**src/design/assert_macros.svh**
```systemverilog
// ----------------------------------------------------------------------------
// assert_macros: shared concurrent assertion macros
// Clocked implication checks with active-low reset masking.
// ----------------------------------------------------------------------------
`ifndef ASSERT_MACROS_SVH
`define ASSERT_MACROS_SVH

// same-cycle implication
`define SST_ASSERT_IMP(lbl, clk, rstn, ante, cons) \
    lbl: assert property (@(posedge clk) disable iff (!(rstn)) (ante) |-> (cons)) \
        else $error("sorted set table: same-cycle check failed");

// next-cycle implication
`define SST_ASSERT_NXT(lbl, clk, rstn, ante, cons) \
    lbl: assert property (@(posedge clk) disable iff (!(rstn)) (ante) |=> (cons)) \
        else $error("sorted set table: next-cycle check failed");

`endif

```
**src/design/sst_pkg.sv**
```systemverilog
`timescale 1ns / 1ps
// ----------------------------------------------------------------------------
// sst_pkg: shared types and codes of the sorted set table
// Command, status and cell update codes plus the cell control struct.
// ----------------------------------------------------------------------------
package sst_pkg;

    localparam int SST_CAPACITY = 32;

    // request command codes
    localparam logic [2:0] CMD_INSERT       = 3'd0;
    localparam logic [2:0] CMD_REMOVE_VALUE = 3'd1;
    localparam logic [2:0] CMD_SEARCH       = 3'd2;
    localparam logic [2:0] CMD_REMOVE_POS   = 3'd3;
    localparam logic [2:0] CMD_CLEAR        = 3'd4;

    // response status codes
    localparam logic [1:0] ST_DONE    = 2'd0;
    localparam logic [1:0] ST_MISS    = 2'd1;
    localparam logic [1:0] ST_FULL    = 2'd2;
    localparam logic [1:0] ST_PRESENT = 2'd3;

    // cell update codes
    localparam logic [1:0] UPD_HOLD   = 2'd0;
    localparam logic [1:0] UPD_INSERT = 2'd1;
    localparam logic [1:0] UPD_DROP   = 2'd2;

    // control broadcast to every cell
    typedef struct packed {
        logic               scan_en;
        logic [1:0]         upd;
        logic signed [31:0] key;
    } t_cell_ctl;

endpackage

```
**src/design/sorted_set_table.sv**
```systemverilog
`timescale 1ns / 1ps
// ----------------------------------------------------------------------------
// sorted_set_table: ordered set of distinct signed 32-bit values
// Chain of compare-and-shift cells with a small command sequencer.
// ----------------------------------------------------------------------------
// After a request is accepted, the match and rank tally ripples one cell per
// cycle down the chain in the scan state; then, in the apply state, every
// cell shifts in parallel and the response register loads. The block is
// ready again the cycle after the response is loaded, even while that
// response still waits on the output, but it takes no new request while one
// is still in the scan or apply state. A response left waiting holds the
// following request in its apply cycle until the output takes the waiting
// one. Searches report 1-based positions; remove by position uses 1-based
// positions as well.
module sorted_set_table
    import sst_pkg::*;
#(
    parameter int CAPACITY = SST_CAPACITY
) (
    input  logic              i_clk,
    input  logic              i_rst_n,
    input  logic              i_req_valid,
    output logic              o_req_ready,
    input  logic [2:0]        i_command,
    input  logic signed [31:0] i_value,
    input  logic [5:0]        i_position,
    output logic              o_rsp_valid,
    input  logic              i_rsp_ready,
    output logic [1:0]        o_status,
    output logic [5:0]        o_found_position,
    output logic [5:0]        o_entry_count
);

`include "assert_macros.svh"

    localparam int CW = $clog2(CAPACITY + 1);
    localparam int SW = $clog2(CAPACITY);
    localparam logic [CW-1:0] CAP_C  = CW'(CAPACITY);
    localparam logic [SW-1:0] SCAN_LAST = SW'(CAPACITY - 1);

    localparam logic [1:0] S_IDLE  = 2'd0;
    localparam logic [1:0] S_SCAN  = 2'd1;
    localparam logic [1:0] S_APPLY = 2'd2;

    logic [1:0]          r_state;
    logic [1:0]          n_state;
    logic [SW-1:0]       r_scan_cnt;
    logic [2:0]          r_cmd;
    logic signed [31:0]  r_key;
    logic [5:0]          r_pos;
    logic [CW-1:0]       r_count;
    logic [CW-1:0]       n_count;
    logic                r_rsp_valid;
    logic [1:0]          r_status;
    logic [1:0]          n_status;
    logic [5:0]          r_found;
    logic [5:0]          n_found;

    logic                w_req_fire;
    logic                w_apply_fire;
    logic                w_hit;
    logic [CW-1:0]       w_less;
    logic [1:0]          w_upd;
    logic [CW-1:0]       w_idx;
    logic [CW+5:0]       w_pos_x;
    logic [CW+5:0]       w_cnt_x;
    logic [CW+5:0]       w_pos_m1;
    logic [CW+5:0]       w_found_x;
    logic [CW+5:0]       w_count_x;
    t_cell_ctl           w_ctl;

    logic signed [31:0]  w_entry [CAPACITY];
    logic                w_hit_c [CAPACITY];
    logic [CW-1:0]       w_less_c [CAPACITY];

    // handshakes
    assign o_req_ready  = (r_state == S_IDLE);
    assign w_req_fire   = i_req_valid && o_req_ready;
    assign w_apply_fire = (r_state == S_APPLY) && (!r_rsp_valid || i_rsp_ready);

    // tally at the end of the chain
    assign w_hit  = w_hit_c[CAPACITY-1];
    assign w_less = w_less_c[CAPACITY-1];

    // widened position and count
    assign w_pos_x   = {{CW{1'b0}}, r_pos};
    assign w_cnt_x   = {6'b0, r_count};
    assign w_pos_m1  = w_pos_x - 1'b1;
    assign w_found_x = {6'b0, w_less} + 1'b1;

    // command decode for the apply cycle
    always_comb begin
        n_status = ST_MISS;
        n_found  = 6'd0;
        n_count  = r_count;
        w_upd    = UPD_HOLD;
        w_idx    = w_less;
        unique case (r_cmd)
            CMD_INSERT: begin
                if (w_hit) begin
                    n_status = ST_PRESENT;
                end else if (r_count >= CAP_C) begin
                    n_status = ST_FULL;
                end else begin
                    n_status = ST_DONE;
                    w_upd    = UPD_INSERT;
                    n_count  = r_count + 1'b1;
                end
            end
            CMD_REMOVE_VALUE: begin
                if (w_hit) begin
                    n_status = ST_DONE;
                    w_upd    = UPD_DROP;
                    n_count  = r_count - 1'b1;
                end
            end
            CMD_SEARCH: begin
                if (w_hit) begin
                    n_status = ST_DONE;
                    n_found  = w_found_x[5:0];
                end
            end
            CMD_REMOVE_POS: begin
                w_idx = w_pos_m1[CW-1:0];
                if ((r_pos != 6'd0) && (w_pos_x <= w_cnt_x)) begin
                    n_status = ST_DONE;
                    w_upd    = UPD_DROP;
                    n_count  = r_count - 1'b1;
                end
            end
            CMD_CLEAR: begin
                n_status = ST_DONE;
                n_count  = '0;
            end
            default: begin
                n_status = ST_MISS;
            end
        endcase
    end

    // control broadcast to the chain
    assign w_ctl.scan_en = (r_state == S_SCAN);
    assign w_ctl.upd     = w_apply_fire ? w_upd : UPD_HOLD;
    assign w_ctl.key     = r_key;

    // cell chain
    for (genvar g = 0; g < CAPACITY; g++) begin : g_cell
        logic signed [31:0] w_left;
        logic signed [31:0] w_right;
        logic               w_hit_in;
        logic [CW-1:0]      w_less_in;

        if (g == 0) begin : g_first
            assign w_left    = r_key;
            assign w_hit_in  = 1'b0;
            assign w_less_in = '0;
        end else begin : g_mid
            assign w_left    = w_entry[g-1];
            assign w_hit_in  = w_hit_c[g-1];
            assign w_less_in = w_less_c[g-1];
        end

        if (g == CAPACITY - 1) begin : g_last
            assign w_right = 32'sd0;
        end else begin : g_inner
            assign w_right = w_entry[g+1];
        end

        sst_cell #(
            .INDEX (g),
            .CW    (CW)
        ) u_cell (
            .i_clk         (i_clk),
            .i_ctl         (w_ctl),
            .i_count       (r_count),
            .i_idx         (w_idx),
            .i_left_entry  (w_left),
            .i_right_entry (w_right),
            .i_hit         (w_hit_in),
            .i_less        (w_less_in),
            .o_entry       (w_entry[g]),
            .o_hit         (w_hit_c[g]),
            .o_less        (w_less_c[g])
        );
    end

    // sequencer next state
    always_comb begin
        n_state = r_state;
        unique case (r_state)
            S_IDLE: begin
                if (w_req_fire) begin
                    n_state = S_SCAN;
                end
            end
            S_SCAN: begin
                if (r_scan_cnt == SCAN_LAST) begin
                    n_state = S_APPLY;
                end
            end
            S_APPLY: begin
                if (w_apply_fire) begin
                    n_state = S_IDLE;
                end
            end
            default: begin
                n_state = S_IDLE;
            end
        endcase
    end

    // sequencer and count registers
    always_ff @(posedge i_clk) begin
        if (!i_rst_n) begin
            r_state     <= S_IDLE;
            r_scan_cnt  <= '0;
            r_count     <= '0;
            r_rsp_valid <= 1'b0;
        end else begin
            r_state <= n_state;
            if (r_state == S_SCAN) begin
                r_scan_cnt <= r_scan_cnt + 1'b1;
            end else begin
                r_scan_cnt <= '0;
            end
            if (w_apply_fire) begin
                r_count     <= n_count;
                r_rsp_valid <= 1'b1;
            end else if (i_rsp_ready) begin
                r_rsp_valid <= 1'b0;
            end
        end
    end

    // request and response payload
    always_ff @(posedge i_clk) begin
        if (w_req_fire) begin
            r_cmd <= i_command;
            r_key <= i_value;
            r_pos <= i_position;
        end
        if (w_apply_fire) begin
            r_status <= n_status;
            r_found  <= n_found;
        end
    end

    // outputs
    assign w_count_x        = {6'b0, r_count};
    assign o_rsp_valid      = r_rsp_valid;
    assign o_status         = r_status;
    assign o_found_position = r_found;
    assign o_entry_count    = w_count_x[5:0];

    // checks
    `SST_ASSERT_IMP(a_count_bound, i_clk, i_rst_n, 1'b1, r_count <= CAP_C)
    `SST_ASSERT_NXT(a_scan_to_apply, i_clk, i_rst_n,
        (r_state == S_SCAN) && (r_scan_cnt == SCAN_LAST), r_state == S_APPLY)
    `SST_ASSERT_NXT(a_insert_count, i_clk, i_rst_n,
        w_apply_fire && (r_cmd == CMD_INSERT) && (n_status == ST_DONE),
        r_count == $past(r_count) + 1'b1)
    `SST_ASSERT_IMP(a_found_done, i_clk, i_rst_n,
        o_rsp_valid && (o_found_position != 6'd0), o_status == ST_DONE)

endmodule

```
**src/design/sst_cell.sv**
```systemverilog
`timescale 1ns / 1ps
// ----------------------------------------------------------------------------
// sst_cell: one slot of the sorted set chain
// Holds one entry, compares it with the request key, adds its share to the
// rank/match tally passed along the chain, and shifts entries on update.
// ----------------------------------------------------------------------------
module sst_cell
    import sst_pkg::*;
#(
    parameter int INDEX = 0,
    parameter int CW    = 6
) (
    input  logic               i_clk,
    input  t_cell_ctl          i_ctl,
    input  logic [CW-1:0]      i_count,
    input  logic [CW-1:0]      i_idx,
    input  logic signed [31:0] i_left_entry,
    input  logic signed [31:0] i_right_entry,
    input  logic               i_hit,
    input  logic [CW-1:0]      i_less,
    output logic signed [31:0] o_entry,
    output logic               o_hit,
    output logic [CW-1:0]      o_less
);

    localparam logic [CW-1:0] IDX_C = CW'(INDEX);

    logic signed [31:0] r_entry;
    logic               r_hit;
    logic [CW-1:0]      r_less;
    logic signed [31:0] w_key;
    logic               w_valid;
    logic               w_lt;
    logic               w_eq;

    // local compare against the key
    assign w_key   = i_ctl.key;
    assign w_valid = IDX_C < i_count;
    assign w_lt    = w_valid && (r_entry < w_key);
    assign w_eq    = w_valid && (r_entry == w_key);

    // tally of matches and smaller entries, one cell per cycle
    always_ff @(posedge i_clk) begin
        if (i_ctl.scan_en) begin
            r_hit  <= i_hit | w_eq;
            r_less <= i_less + CW'(w_lt);
        end
    end

    // entry shift on insert or removal
    always_ff @(posedge i_clk) begin
        unique case (i_ctl.upd)
            UPD_INSERT: begin
                if (IDX_C == i_idx) begin
                    r_entry <= w_key;
                end else if (IDX_C > i_idx) begin
                    r_entry <= i_left_entry;
                end
            end
            UPD_DROP: begin
                if (IDX_C >= i_idx) begin
                    r_entry <= i_right_entry;
                end
            end
            default: begin
                r_entry <= r_entry;
            end
        endcase
    end

    assign o_entry = r_entry;
    assign o_hit   = r_hit;
    assign o_less  = r_less;

endmodule

```
**config.mk**
```make
export PLATFORM = sky130hd
export DESIGN_NAME = sorted_set_table
export DESIGN_NICKNAME = d
export VERILOG_FILES = /design/src/design/sst_pkg.sv /design/src/design/sorted_set_table.sv /design/src/design/sst_cell.sv
export VERILOG_INCLUDE_DIRS = /design/src /design/src/design
export SDC_FILE = /design/constraint.sdc
export NUM_CORES = 2
export LEC_CHECK = 0
export BUFFER_PORTS_ARGS = -buffer_cell sky130_fd_sc_hd__buf_2
export CELL_PAD_IN_SITES_DETAIL_PLACEMENT = 1
export CELL_PAD_IN_SITES_GLOBAL_PLACEMENT = 1
export CORE_UTILIZATION = 51
export CTS_BUF_LIST = sky130_fd_sc_hd__clkbuf_16
export DETAILED_ROUTE_END_ITERATION = 7
export GPL_ROUTABILITY_DRIVEN = 0
export PLACE_DENSITY_LB_ADDON = 0.2
export SLEW_MARGIN = 10
export SYNTH_ARGS = -nofsm -noshare
export SYNTH_HDL_FRONTEND = slang
export SYNTH_HIERARCHICAL = 1
export SYNTH_SLANG_ARGS = --single-unit
export TNS_END_PERCENT = 30
```
**constraint.sdc**
```tcl
create_clock -name i_clk -period 16.8 [get_ports i_clk]
set_clock_uncertainty 0.15 [all_clocks]
set_input_delay 5.04 -clock i_clk [delete_from_list [all_inputs] [get_ports i_clk]]
set_output_delay 5.04 -clock i_clk [all_outputs]
set_load 0.02 [all_outputs]
```
==> out/results.txt <==
Tmin final = 8.67 ns
Post-CTS sizing = 0
Worst Hold Slack = 0.324 ns
Final worst-path cycle share = 51.6%
Via count = 76.3k
Hold EP = r_scan_cnt[0]
CTS tree = done
Clock latency on the worst-skew pair = 0.82 ns
Maximum vdd drop = 0.102 mV
Area delta synth->final = 9.23%
Placed cell area = 94600 sq um
Area leader, netlist = edfxtp_1
Switching pwr = 0.00198 W
Register area share after synthesis = 43.0%
# IOs = 61
Worst-path fanout max = 65
Critical path start-end classification = input pin to flop
Synthesized cell area = 91200 sq um
Switching part of the total = 25.6%
Die Span X = 425 um
Syn Area/Cell = 9.23 sq um
Family with the most delay on the worst path = simple AND/OR/NAND/NOR gates
Antenna Violating Nets Remaining = 0
PD cells = 77.5 nW/um^2
RSZ-0062 raised after global routing = no
Hold Crit Class = flop to flop
Final hold vios = 0
Initial antenna violation count = 7
Yosys top cell area share = 42.7%
Final core occ = 56.3%
DRT Wirelength = 299 mm
Worst-Margin Slew = 1.24 ns
Max_cap viols = 0
Gr ovfl total = 0
WP data required = 17.09 ns
TritonCTS buffer count = 157
#FFs+latches synth = 1311
Die area = 181000 sq um
Lkg Pwr = 40.4 nW
1st-pass router iterations = 6
Vias in the first global route = 81.7k
Worst-path cell with the longest stage delay = a21oi_4
Internal power = 0.00575 W
Final Instance Count excl. Fillers = 12.4k
Hold path start = r_scan_cnt[0]
Layout cells sized above 1 = 6.58%
Logic pwr share = 9.3%
Cell count after placement = 12.1k
Die Span Y = 425 um
Final setup viols = 0
H-tree depth = 4
Post-synthesis cell type count = 76
Worst r2r path cells = 11
Crit path cell chain = buf_2, nor2b_1, and2b_1, and4_4, buf_4, inv_1, ha_2, or2_2, a21oi_4
Root Driver = clkbuf_16
Top-count cell post-synth = nand2_1
Core area = 177000 sq um
Fin nets = 11.1k
Worst slew margin = 17.4%
Clk pin slew, worst setup/hold paths = 0.06 ns
Design area = 99700 sq um
Critical Path Max Stage Delay = 0.93 ns
Reg2reg end = g_cell[0].u_cell/o_entry[13]
Clock Path Buffers = 3
DP HPWL = 217 mm
Row Count = 154
Number of synthesis warnings = 6
# clock sinks = 1311
Gr usage total = 32.7%
Hold buffers post-CTS = 0
Most common flop cell mapped by yosys = edfxtp_1
Buffer and inverter count on the worst path = 3
Largest cells by area after synthesis = edfxtp_1 43%, ha_1 15%, a21oi_1 5.7%, nand2_1 5.5%, inv_1 4.4%
DRT iter0 DRCs = 5284
Critical Path Start Type = input pin
Routed wire per std cell = 24.2 um
Worst Path Arrival = 8.96 ns
Setup tns final = 0 ns
Post-Syn Instances = 9884
Status = completed
IO Port Bufs = 60
Register-to-register setup slack = 11.46 ns
First-pass GRT wire length = 463 mm
WHS Path Cells = 1
Clock power frac = 43.6%
F_max = 115 MHz
Slew Limit Fails = 0
Vias/cell = 6.17
Commonest cells post-synth = 1347 x nand2_1, 1297 x edfxtp_1, 1105 x ha_1
Pin count of the biggest net entering global routing = 67
Critical Path End Type = flop
Worst r2r src = o_entry_count[4]
# fillers = 20.2k
Sequential Power Share = 47.2%
Setup bufs post-CTS = 0
Residual DRC = 0
Initial Util = 51.6%
Number of flops mapped to enable cells by yosys = 1297
Asr flop ratio synth = 0%
routing by layer:
metal | part of all wire, % | GRT usage, % | vias up
met3 | 5.1 | 4.10 | 842
met2 | 50 | 57.7 | 2127
met1 | 40 | 39.3 | 38200
met5 | 0.010 | 0 | -
met4 | 4.9 | 15.6 | 4
li1 | - | - | 35100
logic make-up after synthesis:
kind of cell	share of synthesized area [%]
AO/OA/AOI/OAI	16.2
XOR/XNOR	1.56
adder cells (fa/ha/maj)	15.2
buffers and inverters	6.32
flip-flops	43.0
multiplexers	3.87
other	0.00411
AND/OR/NAND/NOR	13.9
sequential cells by signal, summed over array words and instances, names as in the netlist:
signal                 count
o_entry_count              6
g_cell.u_cell/o_entry   1024
r_state                    2
o_status                   2
o_rsp_valid                1
g_cell.u_cell/o_hit       32
r_scan_cnt                 5
r_cmd                      3
g_cell.u_cell/o_less     192
o_found_position           6
r_pos                      6
g_cell.w_left             32
worst reg2reg max path: cells and delay by family, from the launching register on:
kind / cells / cell delay (ns)
AO/OA/AOI/OAI: 4 / 1.54
adder cells (fa/ha/maj): 2 / 0.98
buffers and inverters: 2 / 0.57
flip-flops: 1 / 0.71
AND/OR/NAND/NOR: 3 / 0.97
power by group through the flow:
stage | clock [W] | combinational (W) | sequential [W]
global route | 0.00353 | 0.000782 | 0.00364
floorplan | 0 | 0.000415 | 0.00375
global placement | 0 | 0.000638 | 0.00371
finish | 0.00337 | 0.000715 | 0.00364
detailed placement | 0 | 0.000690 | 0.00371
CTS | 0.00342 | 0.000702 | 0.00364
cell type report:
class,instances,area (sq um),share of cell area [%]
Clock inverter,123,822,0.825
Timing Repair Buffer,212,1480,1.48
Tap cell,2340,2930,2.94
Clock buffer,165,4130,4.14
Multi-Input combinational cell,7158,47100,47.2
Inverter,1060,3980,3.99
Antenna cell,1,2.50,0.00251
Sequential cell,1311,39200,39.4
worst max-delay path by stage:
| stage | cells past startpoint | slack (ns) | end | start |
|---|---|---|---|---|
| 4_1_cts | 9 | 8.17 | g_cell[0].u_cell/o_entry[28] | i_rsp_ready |
| 2_1_floorplan | 5 | 3.89 | g_cell[11].u_cell/o_entry[0] | i_rsp_ready |
| 3_3_place_gp | 9 | 7.48 | g_cell[0].u_cell/o_entry[7] | i_rsp_ready |
| 5_1_grt | 9 | 7.92 | g_cell[0].u_cell/o_entry[13] | i_rsp_ready |
| 6_report | 9 | 8.13 | g_cell[0].u_cell/o_entry[13] | i_rsp_ready |
| 3_5_place_dp | 9 | 7.33 | g_cell[0].u_cell/o_entry[14] | i_rsp_ready |
per-stage QoR:
| step | power [W] | worst slack (ns) |
|---|---|---|
| after floorplan | 0.00416 | 3.89 |
| after global placement | 0.00435 | 7.48 |
| after detailed placement | 0.00440 | 7.33 |
| after CTS | 0.00777 | 8.17 |
| after global routing | 0.00796 | 7.92 |
| final | 0.00772 | 8.13 |
cells in the final DEF (no fill, tap or decap), drive strengths merged, types with 46 or more instances in the layout:
cell    count
nand2    1348
buf       212
a221oi     64
nand4      87
nand3     192
clkinv     66
clkbuf    165
a21o      105
xnor2     100
inv      1099
o21ai    1187
nor3       64
edfxtp   1297
and4      130
xor2       63
a21oi    1072
ha       1105
nor4       46
nor2b      67
nor2      825
mux2i     353
Note: power is estimated with default switching activity, not from simulation.
